==> config.mk <==
export PLATFORM = sky130hd
export DESIGN_NAME = reply_packet_deframer_core
export DESIGN_NICKNAME = d
export VERILOG_FILES = /design/src/hw/rtl/rpd_pkg.sv /design/src/hw/rtl/reply_packet_deframer_core.sv
export VERILOG_INCLUDE_DIRS = /design/src /design/src/hw/rtl
export SDC_FILE = /design/constraint.sdc
export NUM_CORES = 1
export LEC_CHECK = 0
export ABC_CLOCK_PERIOD_IN_PS = 4500
export BUFFER_PORTS_ARGS = -buffer_cell sky130_fd_sc_hd__buf_2
export CAP_MARGIN = 10
export CORE_ASPECT_RATIO = 1.2
export CORE_MARGIN = 5
export CORE_UTILIZATION = 59
export DETAILED_ROUTE_END_ITERATION = 6
export PLACE_DENSITY = 0.79
export SYNTH_ARGS = -nofsm -noshare
export SYNTH_HDL_FRONTEND = slang
export SYNTH_SLANG_ARGS = --single-unit
==> constraint.sdc <==
create_clock -name clk -period 4.5 [get_ports clk]
set_input_delay 1.125 -clock clk [delete_from_list [all_inputs] [get_ports clk]]
set_output_delay 1.125 -clock clk [all_outputs]
set_load 0.03 [all_outputs]
==> src/hw/rtl/reply_packet_deframer_core_assert.svh <==
// assertion macros for the reply packet deframer
// each check is sampled on clk and held off while rst_n is low
`ifndef REPLY_PACKET_DEFRAMER_CORE_ASSERT_SVH
`define REPLY_PACKET_DEFRAMER_CORE_ASSERT_SVH

`ifndef ASSERT_OFF

// condition must hold at every edge out of reset
`define RPD_ASSERT_ALWAYS(lbl, cond) \
  lbl: assert property (@(posedge clk) disable iff (!rst_n) (cond)) \
    else $error("assertion failed");

// antecedent at one edge implies consequent at the next
`define RPD_ASSERT_NEXT(lbl, ante, cons) \
  lbl: assert property (@(posedge clk) disable iff (!rst_n) (ante) |=> (cons)) \
    else $error("assertion failed");

`else

`define RPD_ASSERT_ALWAYS(lbl, cond)
`define RPD_ASSERT_NEXT(lbl, ante, cons)

`endif

`endif

==> src/hw/rtl/rpd_pkg.sv <==
// ----------------------------------------------------------------------------
// rpd_pkg
// Shared constants for the reply packet deframer: start code, frame layout
// and result kind codes.
// ----------------------------------------------------------------------------
package rpd_pkg;

  // default frame size limit in bytes
  localparam int MAX_FRAME_DEF = 64;

  // start code
  localparam logic [7:0] START_HI = 8'hEF;
  localparam logic [7:0] START_LO = 8'h01;

  // frame layout
  localparam int HEADER_BYTES   = 9;
  localparam int CHECKSUM_BYTES = 2;
  localparam int POS_FIRST      = 2;  // position after the start code
  localparam int POS_SUM_START  = 6;  // packet id, first summed byte
  localparam int POS_LEN_HI     = 7;
  localparam int POS_LEN_LO     = 8;

  // result field widths
  localparam int KIND_W = 2;
  localparam int BYTE_W = 8;
  localparam int PLEN_W = 6;

  typedef logic [KIND_W-1:0] kind_t;

  // result kinds
  localparam kind_t KIND_PAYLOAD  = 2'd0;
  localparam kind_t KIND_GOOD     = 2'd1;
  localparam kind_t KIND_CSUM_ERR = 2'd2;
  localparam kind_t KIND_LEN_ERR  = 2'd3;

endpackage

==> src/hw/rtl/reply_packet_deframer_core.sv <==
// ----------------------------------------------------------------------------
// reply_packet_deframer_core
// Byte-serial deframer for reply packets: start code, address, id, length,
// payload and a 16-bit additive checksum.
// ----------------------------------------------------------------------------
// Usage
//   in_valid/in_ready/in_rx_byte carry one received byte per beat.
//   out_valid/out_ready carry results: out_kind, out_byte, out_payload_len.
//   Each payload byte comes out as a payload beat as it arrives; the last
//   checksum byte gives a frame good beat (with payload length) or a
//   checksum error beat. A length field below 2 or above MAX_FRAME - 9 gives
//   a length error beat on the low length byte and hunting restarts.
//   Bytes that cause no result (hunting, header, high checksum) give no beat.
// Timing
//   One byte is taken every cycle while in_ready is high. A result appears
//   in the output register in the cycle after its byte is taken; the whole
//   step is a single pass of compare and 16-bit add logic on the frame state.
//   in_ready is high while the output register is empty or being drained,
//   so a stalled receiver holds off input only when a result is waiting.
// Reset
//   rst_n low returns the block to hunting for the start code, clears the
//   frame state and drops any pending result.
// ----------------------------------------------------------------------------
module reply_packet_deframer_core
  import rpd_pkg::*;
#(
  parameter int MAX_FRAME = MAX_FRAME_DEF
) (
  input  logic              clk,
  input  logic              rst_n,
  input  logic              in_valid,
  output logic              in_ready,
  input  logic [BYTE_W-1:0] in_rx_byte,
  output logic              out_valid,
  input  logic              out_ready,
  output kind_t             out_kind,
  output logic [BYTE_W-1:0] out_byte,
  output logic [PLEN_W-1:0] out_payload_len
);

`include "reply_packet_deframer_core_assert.svh"

  localparam int IDXW = $clog2(MAX_FRAME);
  localparam logic [15:0] LEN_MAX = 16'(MAX_FRAME - HEADER_BYTES);
  localparam logic [15:0] LEN_MIN = 16'(CHECKSUM_BYTES);

  // phase codes
  localparam logic [1:0] PH_HUNT = 2'd0;
  localparam logic [1:0] PH_SYNC = 2'd1;
  localparam logic [1:0] PH_HDR  = 2'd2;
  localparam logic [1:0] PH_BODY = 2'd3;

  logic [1:0]        phase_r, phase_nxt;
  logic [IDXW-1:0]   byte_index_r, byte_index_nxt;
  logic [15:0]       frame_length_r, frame_length_nxt;
  logic [15:0]       running_sum_r, running_sum_nxt;
  logic [7:0]        checksum_high_r, checksum_high_nxt;

  logic              out_valid_r, out_valid_nxt;
  kind_t             out_kind_r, out_kind_nxt;
  logic [BYTE_W-1:0] out_byte_r, out_byte_nxt;
  logic [PLEN_W-1:0] out_plen_r, out_plen_nxt;

  logic              in_fire;
  logic              res_emit;
  logic [15:0]       plen;
  logic [15:0]       pos;
  logic [15:0]       sum_add;
  logic [15:0]       len_full;

  // input side runs whenever the result register is free or draining
  assign in_ready = !out_valid_r || out_ready;
  assign in_fire  = in_valid && in_ready;

  assign plen     = frame_length_r - LEN_MIN;
  assign pos      = 16'(byte_index_r);
  assign sum_add  = running_sum_r + {8'h00, in_rx_byte};
  assign len_full = frame_length_r | {8'h00, in_rx_byte};

  // per-byte frame step
  always_comb begin
    phase_nxt         = phase_r;
    byte_index_nxt    = byte_index_r;
    frame_length_nxt  = frame_length_r;
    running_sum_nxt   = running_sum_r;
    checksum_high_nxt = checksum_high_r;
    res_emit          = 1'b0;
    out_kind_nxt      = KIND_PAYLOAD;
    out_byte_nxt      = '0;
    out_plen_nxt      = '0;
    case (phase_r)
      PH_HUNT: begin
        if (in_rx_byte == START_HI) begin
          phase_nxt = PH_SYNC;
        end
      end
      PH_SYNC: begin
        if (in_rx_byte == START_LO) begin
          phase_nxt        = PH_HDR;
          byte_index_nxt   = IDXW'(POS_FIRST);
          running_sum_nxt  = '0;
          frame_length_nxt = '0;
        end else begin
          phase_nxt = PH_HUNT;
        end
      end
      PH_HDR: begin
        if (byte_index_r >= IDXW'(POS_SUM_START)) begin
          running_sum_nxt = sum_add;
        end
        if (byte_index_r == IDXW'(POS_LEN_HI)) begin
          frame_length_nxt = {in_rx_byte, 8'h00};
        end
        if (byte_index_r == IDXW'(POS_LEN_LO)) begin
          frame_length_nxt = len_full;
          byte_index_nxt   = '0;
          if (len_full < LEN_MIN || len_full > LEN_MAX) begin
            phase_nxt    = PH_HUNT;
            res_emit     = 1'b1;
            out_kind_nxt = KIND_LEN_ERR;
          end else begin
            phase_nxt = PH_BODY;
          end
        end else begin
          byte_index_nxt = byte_index_r + 1'b1;
        end
      end
      PH_BODY: begin
        byte_index_nxt = byte_index_r + 1'b1;
        if (pos < plen) begin
          // payload byte, summed and passed on
          running_sum_nxt = sum_add;
          res_emit        = 1'b1;
          out_kind_nxt    = KIND_PAYLOAD;
          out_byte_nxt    = in_rx_byte;
        end else if (pos == plen) begin
          checksum_high_nxt = in_rx_byte;
        end else begin
          // low checksum byte closes the frame
          phase_nxt      = PH_HUNT;
          byte_index_nxt = '0;
          res_emit       = 1'b1;
          if ({checksum_high_r, in_rx_byte} == running_sum_r) begin
            out_kind_nxt = KIND_GOOD;
            out_plen_nxt = plen[PLEN_W-1:0];
          end else begin
            out_kind_nxt = KIND_CSUM_ERR;
          end
        end
      end
      default: begin
        phase_nxt = PH_HUNT;
      end
    endcase
  end

  // result register valid
  always_comb begin
    out_valid_nxt = out_valid_r;
    if (out_ready) begin
      out_valid_nxt = 1'b0;
    end
    if (in_fire && res_emit) begin
      out_valid_nxt = 1'b1;
    end
  end

  // frame state and result valid
  always_ff @(posedge clk) begin
    if (!rst_n) begin
      phase_r         <= PH_HUNT;
      byte_index_r    <= '0;
      frame_length_r  <= '0;
      running_sum_r   <= '0;
      checksum_high_r <= '0;
      out_valid_r     <= 1'b0;
    end else begin
      out_valid_r <= out_valid_nxt;
      if (in_fire) begin
        phase_r         <= phase_nxt;
        byte_index_r    <= byte_index_nxt;
        frame_length_r  <= frame_length_nxt;
        running_sum_r   <= running_sum_nxt;
        checksum_high_r <= checksum_high_nxt;
      end
    end
  end

  // result payload
  always_ff @(posedge clk) begin
    if (in_fire && res_emit) begin
      out_kind_r <= out_kind_nxt;
      out_byte_r <= out_byte_nxt;
      out_plen_r <= out_plen_nxt;
    end
  end

  assign out_valid       = out_valid_r;
  assign out_kind        = out_kind_r;
  assign out_byte        = out_byte_r;
  assign out_payload_len = out_plen_r;

  // checks
  `RPD_ASSERT_ALWAYS(a_byte_zero, !out_valid_r || out_kind_r == KIND_PAYLOAD || out_byte_r == '0)
  `RPD_ASSERT_ALWAYS(a_plen_zero, !out_valid_r || out_kind_r == KIND_GOOD || out_plen_r == '0)
  `RPD_ASSERT_ALWAYS(a_hunt_idx, phase_r != PH_HUNT || byte_index_r == '0)
  `RPD_ASSERT_ALWAYS(a_body_idx, phase_r != PH_BODY || pos < frame_length_r)
  `RPD_ASSERT_NEXT(a_hunt_quiet, in_fire && phase_r == PH_HUNT, !out_valid_r)

endmodule
; Word level (Yosys, flattened, before mapping)
; Cells that the tools add are included.
[word_totals]
ff_bits = 65
input_bits = 12
output_inout_bits = 18
word_cells = 85
[classes]
n_addsub = 3
magnitude_cmp = 4
eq_ne = 17
mux = 32
bitwise_logic = 4
n_reduce_logical = 16
[ops]
columns = operator, count
row1 = $mux W16, 5
row2 = $pmux W16 S3, 1
row3 = $pmux W16 S2, 1
row4 = $mux W6, 4
row5 = $mux W2, 11
row6 = $pmux W6 S3, 1
row7 = $add A16 B8 Y16, 1
row8 = $eq A16 B16 Y1, 1
row9 = $eq A6 B16 Y1, 1
row10 = $gt A16 B6 Y1 const B, 1
row11 = $lt A16 B2 Y1 const B, 1
row12 = $lt A6 B16 Y1, 1
row13 = $or A16 B8 Y16, 1
row14 = $sub A16 B2 Y16 const B, 1
row15 = $ne A2 B2 Y1 const B, 7
row16 = $reduce_and A5 Y1, 2
row17 = $eq A8 B1 Y1 const B, 1
row18 = $eq A8 B8 Y1 const B, 1
row19 = $pmux W2 S4, 1
row20 = $reduce_and A4 Y1, 2
row21 = $add A6 B1 Y6 const B, 1
row22 = $eq A6 B3 Y1 const B, 1
row23 = $eq A6 B4 Y1 const B, 1
row24 = $ge A6 B3 Y1 const B, 1
row25 = 16 further kinds, 27

; Longest topological paths before layout
[depth]
depth_word = 8
depth_mapped = 14
ltp_nobuf = 12

; Worst setup path after synthesis
; OpenSTA, ideal clock, no wires.
[synth_path]
path_type = register to register
start = register frame_length_r[1]
end = register out_byte_r[0], in the netlist out_byte[0] (enable)
setup_time_ns = 0.396
arrival_ns = 3.077
required_ns = 4.104
setup_slack_ns = 1.027
stages_incl_launch_ff = 13
n_path_buf = 2
period_less_slack_ns = 3.473
path_cell_list = dfxtp_1 > clkbuf_2 > inv_1 > ha_1 > xnor2_1 > ha_1 > o21ai_0 > a21oi_1 > o41ai_1 > nand4bb_4 > clkbuf_1 > o21ai_0 > a21oi_1
[synth_via]
word_cells_on_any_way = 13
cone_classes = add/sub: 1 / order compare: 3 / eq/ne: 1 / mux: 5 / bitwise: 1 / reduce/logical: 2
[synth_lines]
columns = item, line
row1 = start: declaration, reply_packet_deframer_core.sv:55  ; logic [15:0] frame_length_r, frame_length_nxt;
row2 = start signal: assignment, reply_packet_deframer_core.sv:182  ; frame_length_r <= frame_length_nxt;
row3 = $sub A16 B2 Y16 (*), reply_packet_deframer_core.sv:75  ; assign plen = frame_length_r - LEN_MIN;
row4 = via plen[1], reply_packet_deframer_core.sv:66  ; logic [15:0] plen;
row5 = branches (longest 2 deep; another with $lt A6 B16 Y1), -
row6 = $mux W1 (*), reply_packet_deframer_core.sv:130  ; if (pos < plen) begin
row7 = $pmux W1 S2 (*), reply_packet_deframer_core.sv:91  ; case (phase_r)
row8 = $logic_and A1 B1 Y1 (*), reply_packet_deframer_core.sv:191  ; if (in_fire && res_emit) begin
row9 = end signal: assignment, reply_packet_deframer_core.sv:193  ; out_byte_r <= out_byte_nxt;
row10 = end: declaration, reply_packet_deframer_core.sv:61  ; logic [BYTE_W-1:0] out_byte_r, out_byte_nxt;
; Mark *: on every way through the listed nets, which the timed path passes.
; A chain may end at the register's enable or synchronous reset.

; Worst setup path in the final report
[layout_path]
start = register frame_length_r[1]
end = register byte_index_r[4]
[layout_via]
elab_chain_cells = 5
word_cells_on_any_way = 6
cone_classes = add/sub: 1 / order compare: 1 / eq/ne: 1 / mux: 3
[layout_rtl]
columns = item, line
row1 = $sub A16 B2 Y16 (*), reply_packet_deframer_core.sv:75
row2 = via plen[1], reply_packet_deframer_core.sv:66
row3 = branches (longest 2 deep; another with $lt A6 B16 Y1), -
row4 = $mux W6 (*), reply_packet_deframer_core.sv:130
row5 = $pmux W6 S3 (*), reply_packet_deframer_core.sv:91
row6 = end signal: assignment, reply_packet_deframer_core.sv:181  ; byte_index_r <= byte_index_nxt;
row7 = end: declaration, reply_packet_deframer_core.sv:54  ; logic [IDXW-1:0] byte_index_r, byte_index_nxt;
; Marked as above.

==> reports/metrics.yaml <==
die_area_um2: 7810
syn_nets: 437
place_congestion: 0.919
ys_types: 66
avgSynthCellArea_um2: 8.92
antenna_found_initial: 0
min_to: "frame_length_r[15]"
grt_pass1_vias: 2987
core_region_area_um2: 6010
clkLatencyLatePin_ns: 0.36
synth-seq-area-share_pct: 40.4
grt_overflow: 0
syn_inst: 406
synth_top_cells_by_count: "49 x dfxtp_1, 44 x nor2_1, 42 x a21oi_1, 34 x nand2_1, 24 x nand3_1"
synth.ff_latch_count: 65
cts_made_buffers: 9
dpl_worst_slack_ns: 1.13
final-seq-area_um2: 1460
critPathLaunch: "frame_length_r[1]"
cap_violations: 0
relSlewSlack_pct: 39.5
cts_buffer_depth: 2
placed_area_um2: 3820
cts_hold_buf: 0
wl_per_cell_um: 16.2
worst_path_max_delay_cell: "dfxtp_1"
peakVddDrop_v: 0.000189
cts_root_buffer: "clkbuf_8"
worstPathRequired_ns: 4.77
fin_setup_tns_ns: 0
vias_per_cell: 6.02
die_h_um: 95.8
path_class: "register to register"
powerDensity_nw_per_um2: 287
drc_errors: 0
crit_top_cell: "ha_1"
reg2reg_depth: 11
drt_wl_total_um: 8480
clock-sinks: 65
min_period_over_period_pct: 74.4
critPathMaxStageDelay_ns: 0.57
grt_max_degree: 27
synth_flop_cell: "dfxtp_1"
dp_hpwl_um: 6100
status: "finished, final reports clean"
hp-class: "register to register"
endpoint_kind: "register"
placement.io_buffers: 29
die_w_um: 81.5
p_leak_nw: 1.52
fin_crit_ns: 3.35
rsz0062_at_grt: "no"
crit_fanout: 9
fmax_mhz: 299
worstHoldStart: "frame_length_r[15]"
cts-htree-levels: 3
path_clk_slew_ns: 0.08
multi_input_area_um2: 2040
syn2layout_area_growth_pct: 11.1
fin_skew_ns: 0.0145
hold_violations: 0
worst_r2r_endpoint: "byte_index_r[4]"
whs_ns: 0.451
ctsResizeCount: 0
final_cell_area_um2: 4020
grt_pass1_wl_um: 14100
fin_util_pct: 66.9
cts_setup_buffers: 0
path_cells: "inv_1, ha_1, xnor2_1, ha_1, o21ai_0, a21oi_1, o41ai_1, and4bb_2, a31oi_1, nand2_1, o31ai_1"
whs_path_depth: 2
synth_area_leader_cell: "dfxtp_1"
diodes: 0
worst_pin_slew_ns: 0.900
yosysTopAreaCellShare_pct: 27.1
ff2ff_setup_slack_ns: 1.15
io_pins: 30
worstPathArrival_ns: 3.62
cts_tree: "done"
report.final.slew_viol_count: 0
synth_edf_count: 16
r2r-start: "frame_length_r[1]"
synth_area_um2: 3620
yosysWarnings: 0
grt_use_total_pct: 24.0
rows: 31
nets: 467
first_iter_violations: 293
antenna_left: 0
yosys-top-cells-area: "dfxtp_1 27%, edfxtp_1 13%, ha_1 6.2%"
timing.final.ws_setup_ns: 1.15
yosys.cell_count.top_type: "dfxtp_1"
initial_core_util_pct: 60.2
setup_violations: 0
num_vias: 3151
drtPass1Iterations: 4
synth-async-reset-ratio_pct: 0
start_kind: "register"
drive_above_1_share_pct: 13.8
fill_cells: 503
-- stage by stage --
stage / total power, mW / instances
after floorplan: 0.630 / 406
after global placement: 0.649 / 507
after CTS: 1.16 / 523
final: 1.15 / 523
after detailed placement: 0.649 / 507
after global routing: 1.19 / 523
-- critical path: cells and delay by family, from the launching register on --
family / cells / cell delay (ns)
AOI/OAI and AO/OA: 5 / 1.25
adders and majority gates: 2 / 0.58
DFF: 1 / 0.57
and+or+nand+nor: 2 / 0.53
xor gates and xnor gates: 1 / 0.22
buffers and inverters: 1 / 0.09
-- final cells by class --
type	instances	share of cell area (%)
Clock inverter	7	1.93
Tap cell	82	2.55
Sequential cell	65	36.3
Timing Repair Buffer	32	4.17
Clock buffer	9	3.08
Inverter	13	1.21
Multi-Input combinational cell	315	50.7
-- where the power goes --
| group | internal, mW | switching, mW |
|---|---|---|
| Sequential | 0.594 | 0.0000411 |
| Clock | 0.261 | 0.255 |
| Combinational | 0.0123 | 0.0305 |
-- sequential cells by signal, indices dropped and copies added, names as in the netlist --
register,cells
byte_index_r,6
checksum_high_r,8
frame_length_r,16
out_byte,8
out_kind,2
out_payload_len,6
out_valid,1
phase_r,2
running_sum_r,16
-- logic make-up after synthesis --
kind of cell | count (synthesis) | share of synthesized area (%)
flops | 65 | 40.4
fa+ha+maj | 19 | 6.78
compound gates | 90 | 15.8
buf+inv | 26 | 3.25
mux | 10 | 2.77
xor+xnor | 18 | 4.36
simple gates | 178 | 26.7
-- routing by layer --
layer	up-vias	GRT usage, %	share of wire (%)
met5	-	0	0
met4	0	13.2	2.7
met3	20	4.12	5.5
met2	110	40.0	50
met1	1476	29.0	42
li1	1545	-	-
-- how the worst max path moves through the flow --
| stage | to | slack, ns | cells past startpoint |
|---|---|---|---|
| floorplan | out_byte[0] | 1.03 | 12 |
| global placement | byte_index_r[4] | 1.20 | 11 |
| detailed placement | running_sum_r[14] | 1.13 | 8 |
| CTS | running_sum_r[14] | 1.17 | 11 |
| global route | running_sum_r[14] | 0.92 | 11 |
| finish | byte_index_r[4] | 1.15 | 11 |
-- cells in the final DEF (no fill, tap or decap), types with 3 or more instances in the layout --
cell      netlist  final
dfxtp_1        49     49
nor2_1         44     44
a21oi_1        42     42
nand2_1        34     34
buf_2           1     29
nand3_1        24     24
ha_1           18     18
o21ai_0        16     16
edfxtp_1       16     16
and3_1         13     13
inv_1          12     12
xnor2_1        12     12
mux2i_1        10     10
clkbuf_8        0      9
nand2b_1        7      7
nor2b_1         7      7
nor4_1          6      6
or3_1           6      6
nand4_1         6      6
nor3_1          6      6
xor2_1          6      6
and2_1          4      4
or2_2           3      3
o211ai_1        3      3
o41ai_1         3      3
a31oi_1         3      3
o21a_1          3      3
inv_6           0      3
buf_4           1      3
(Power assumes the default switching activity.)
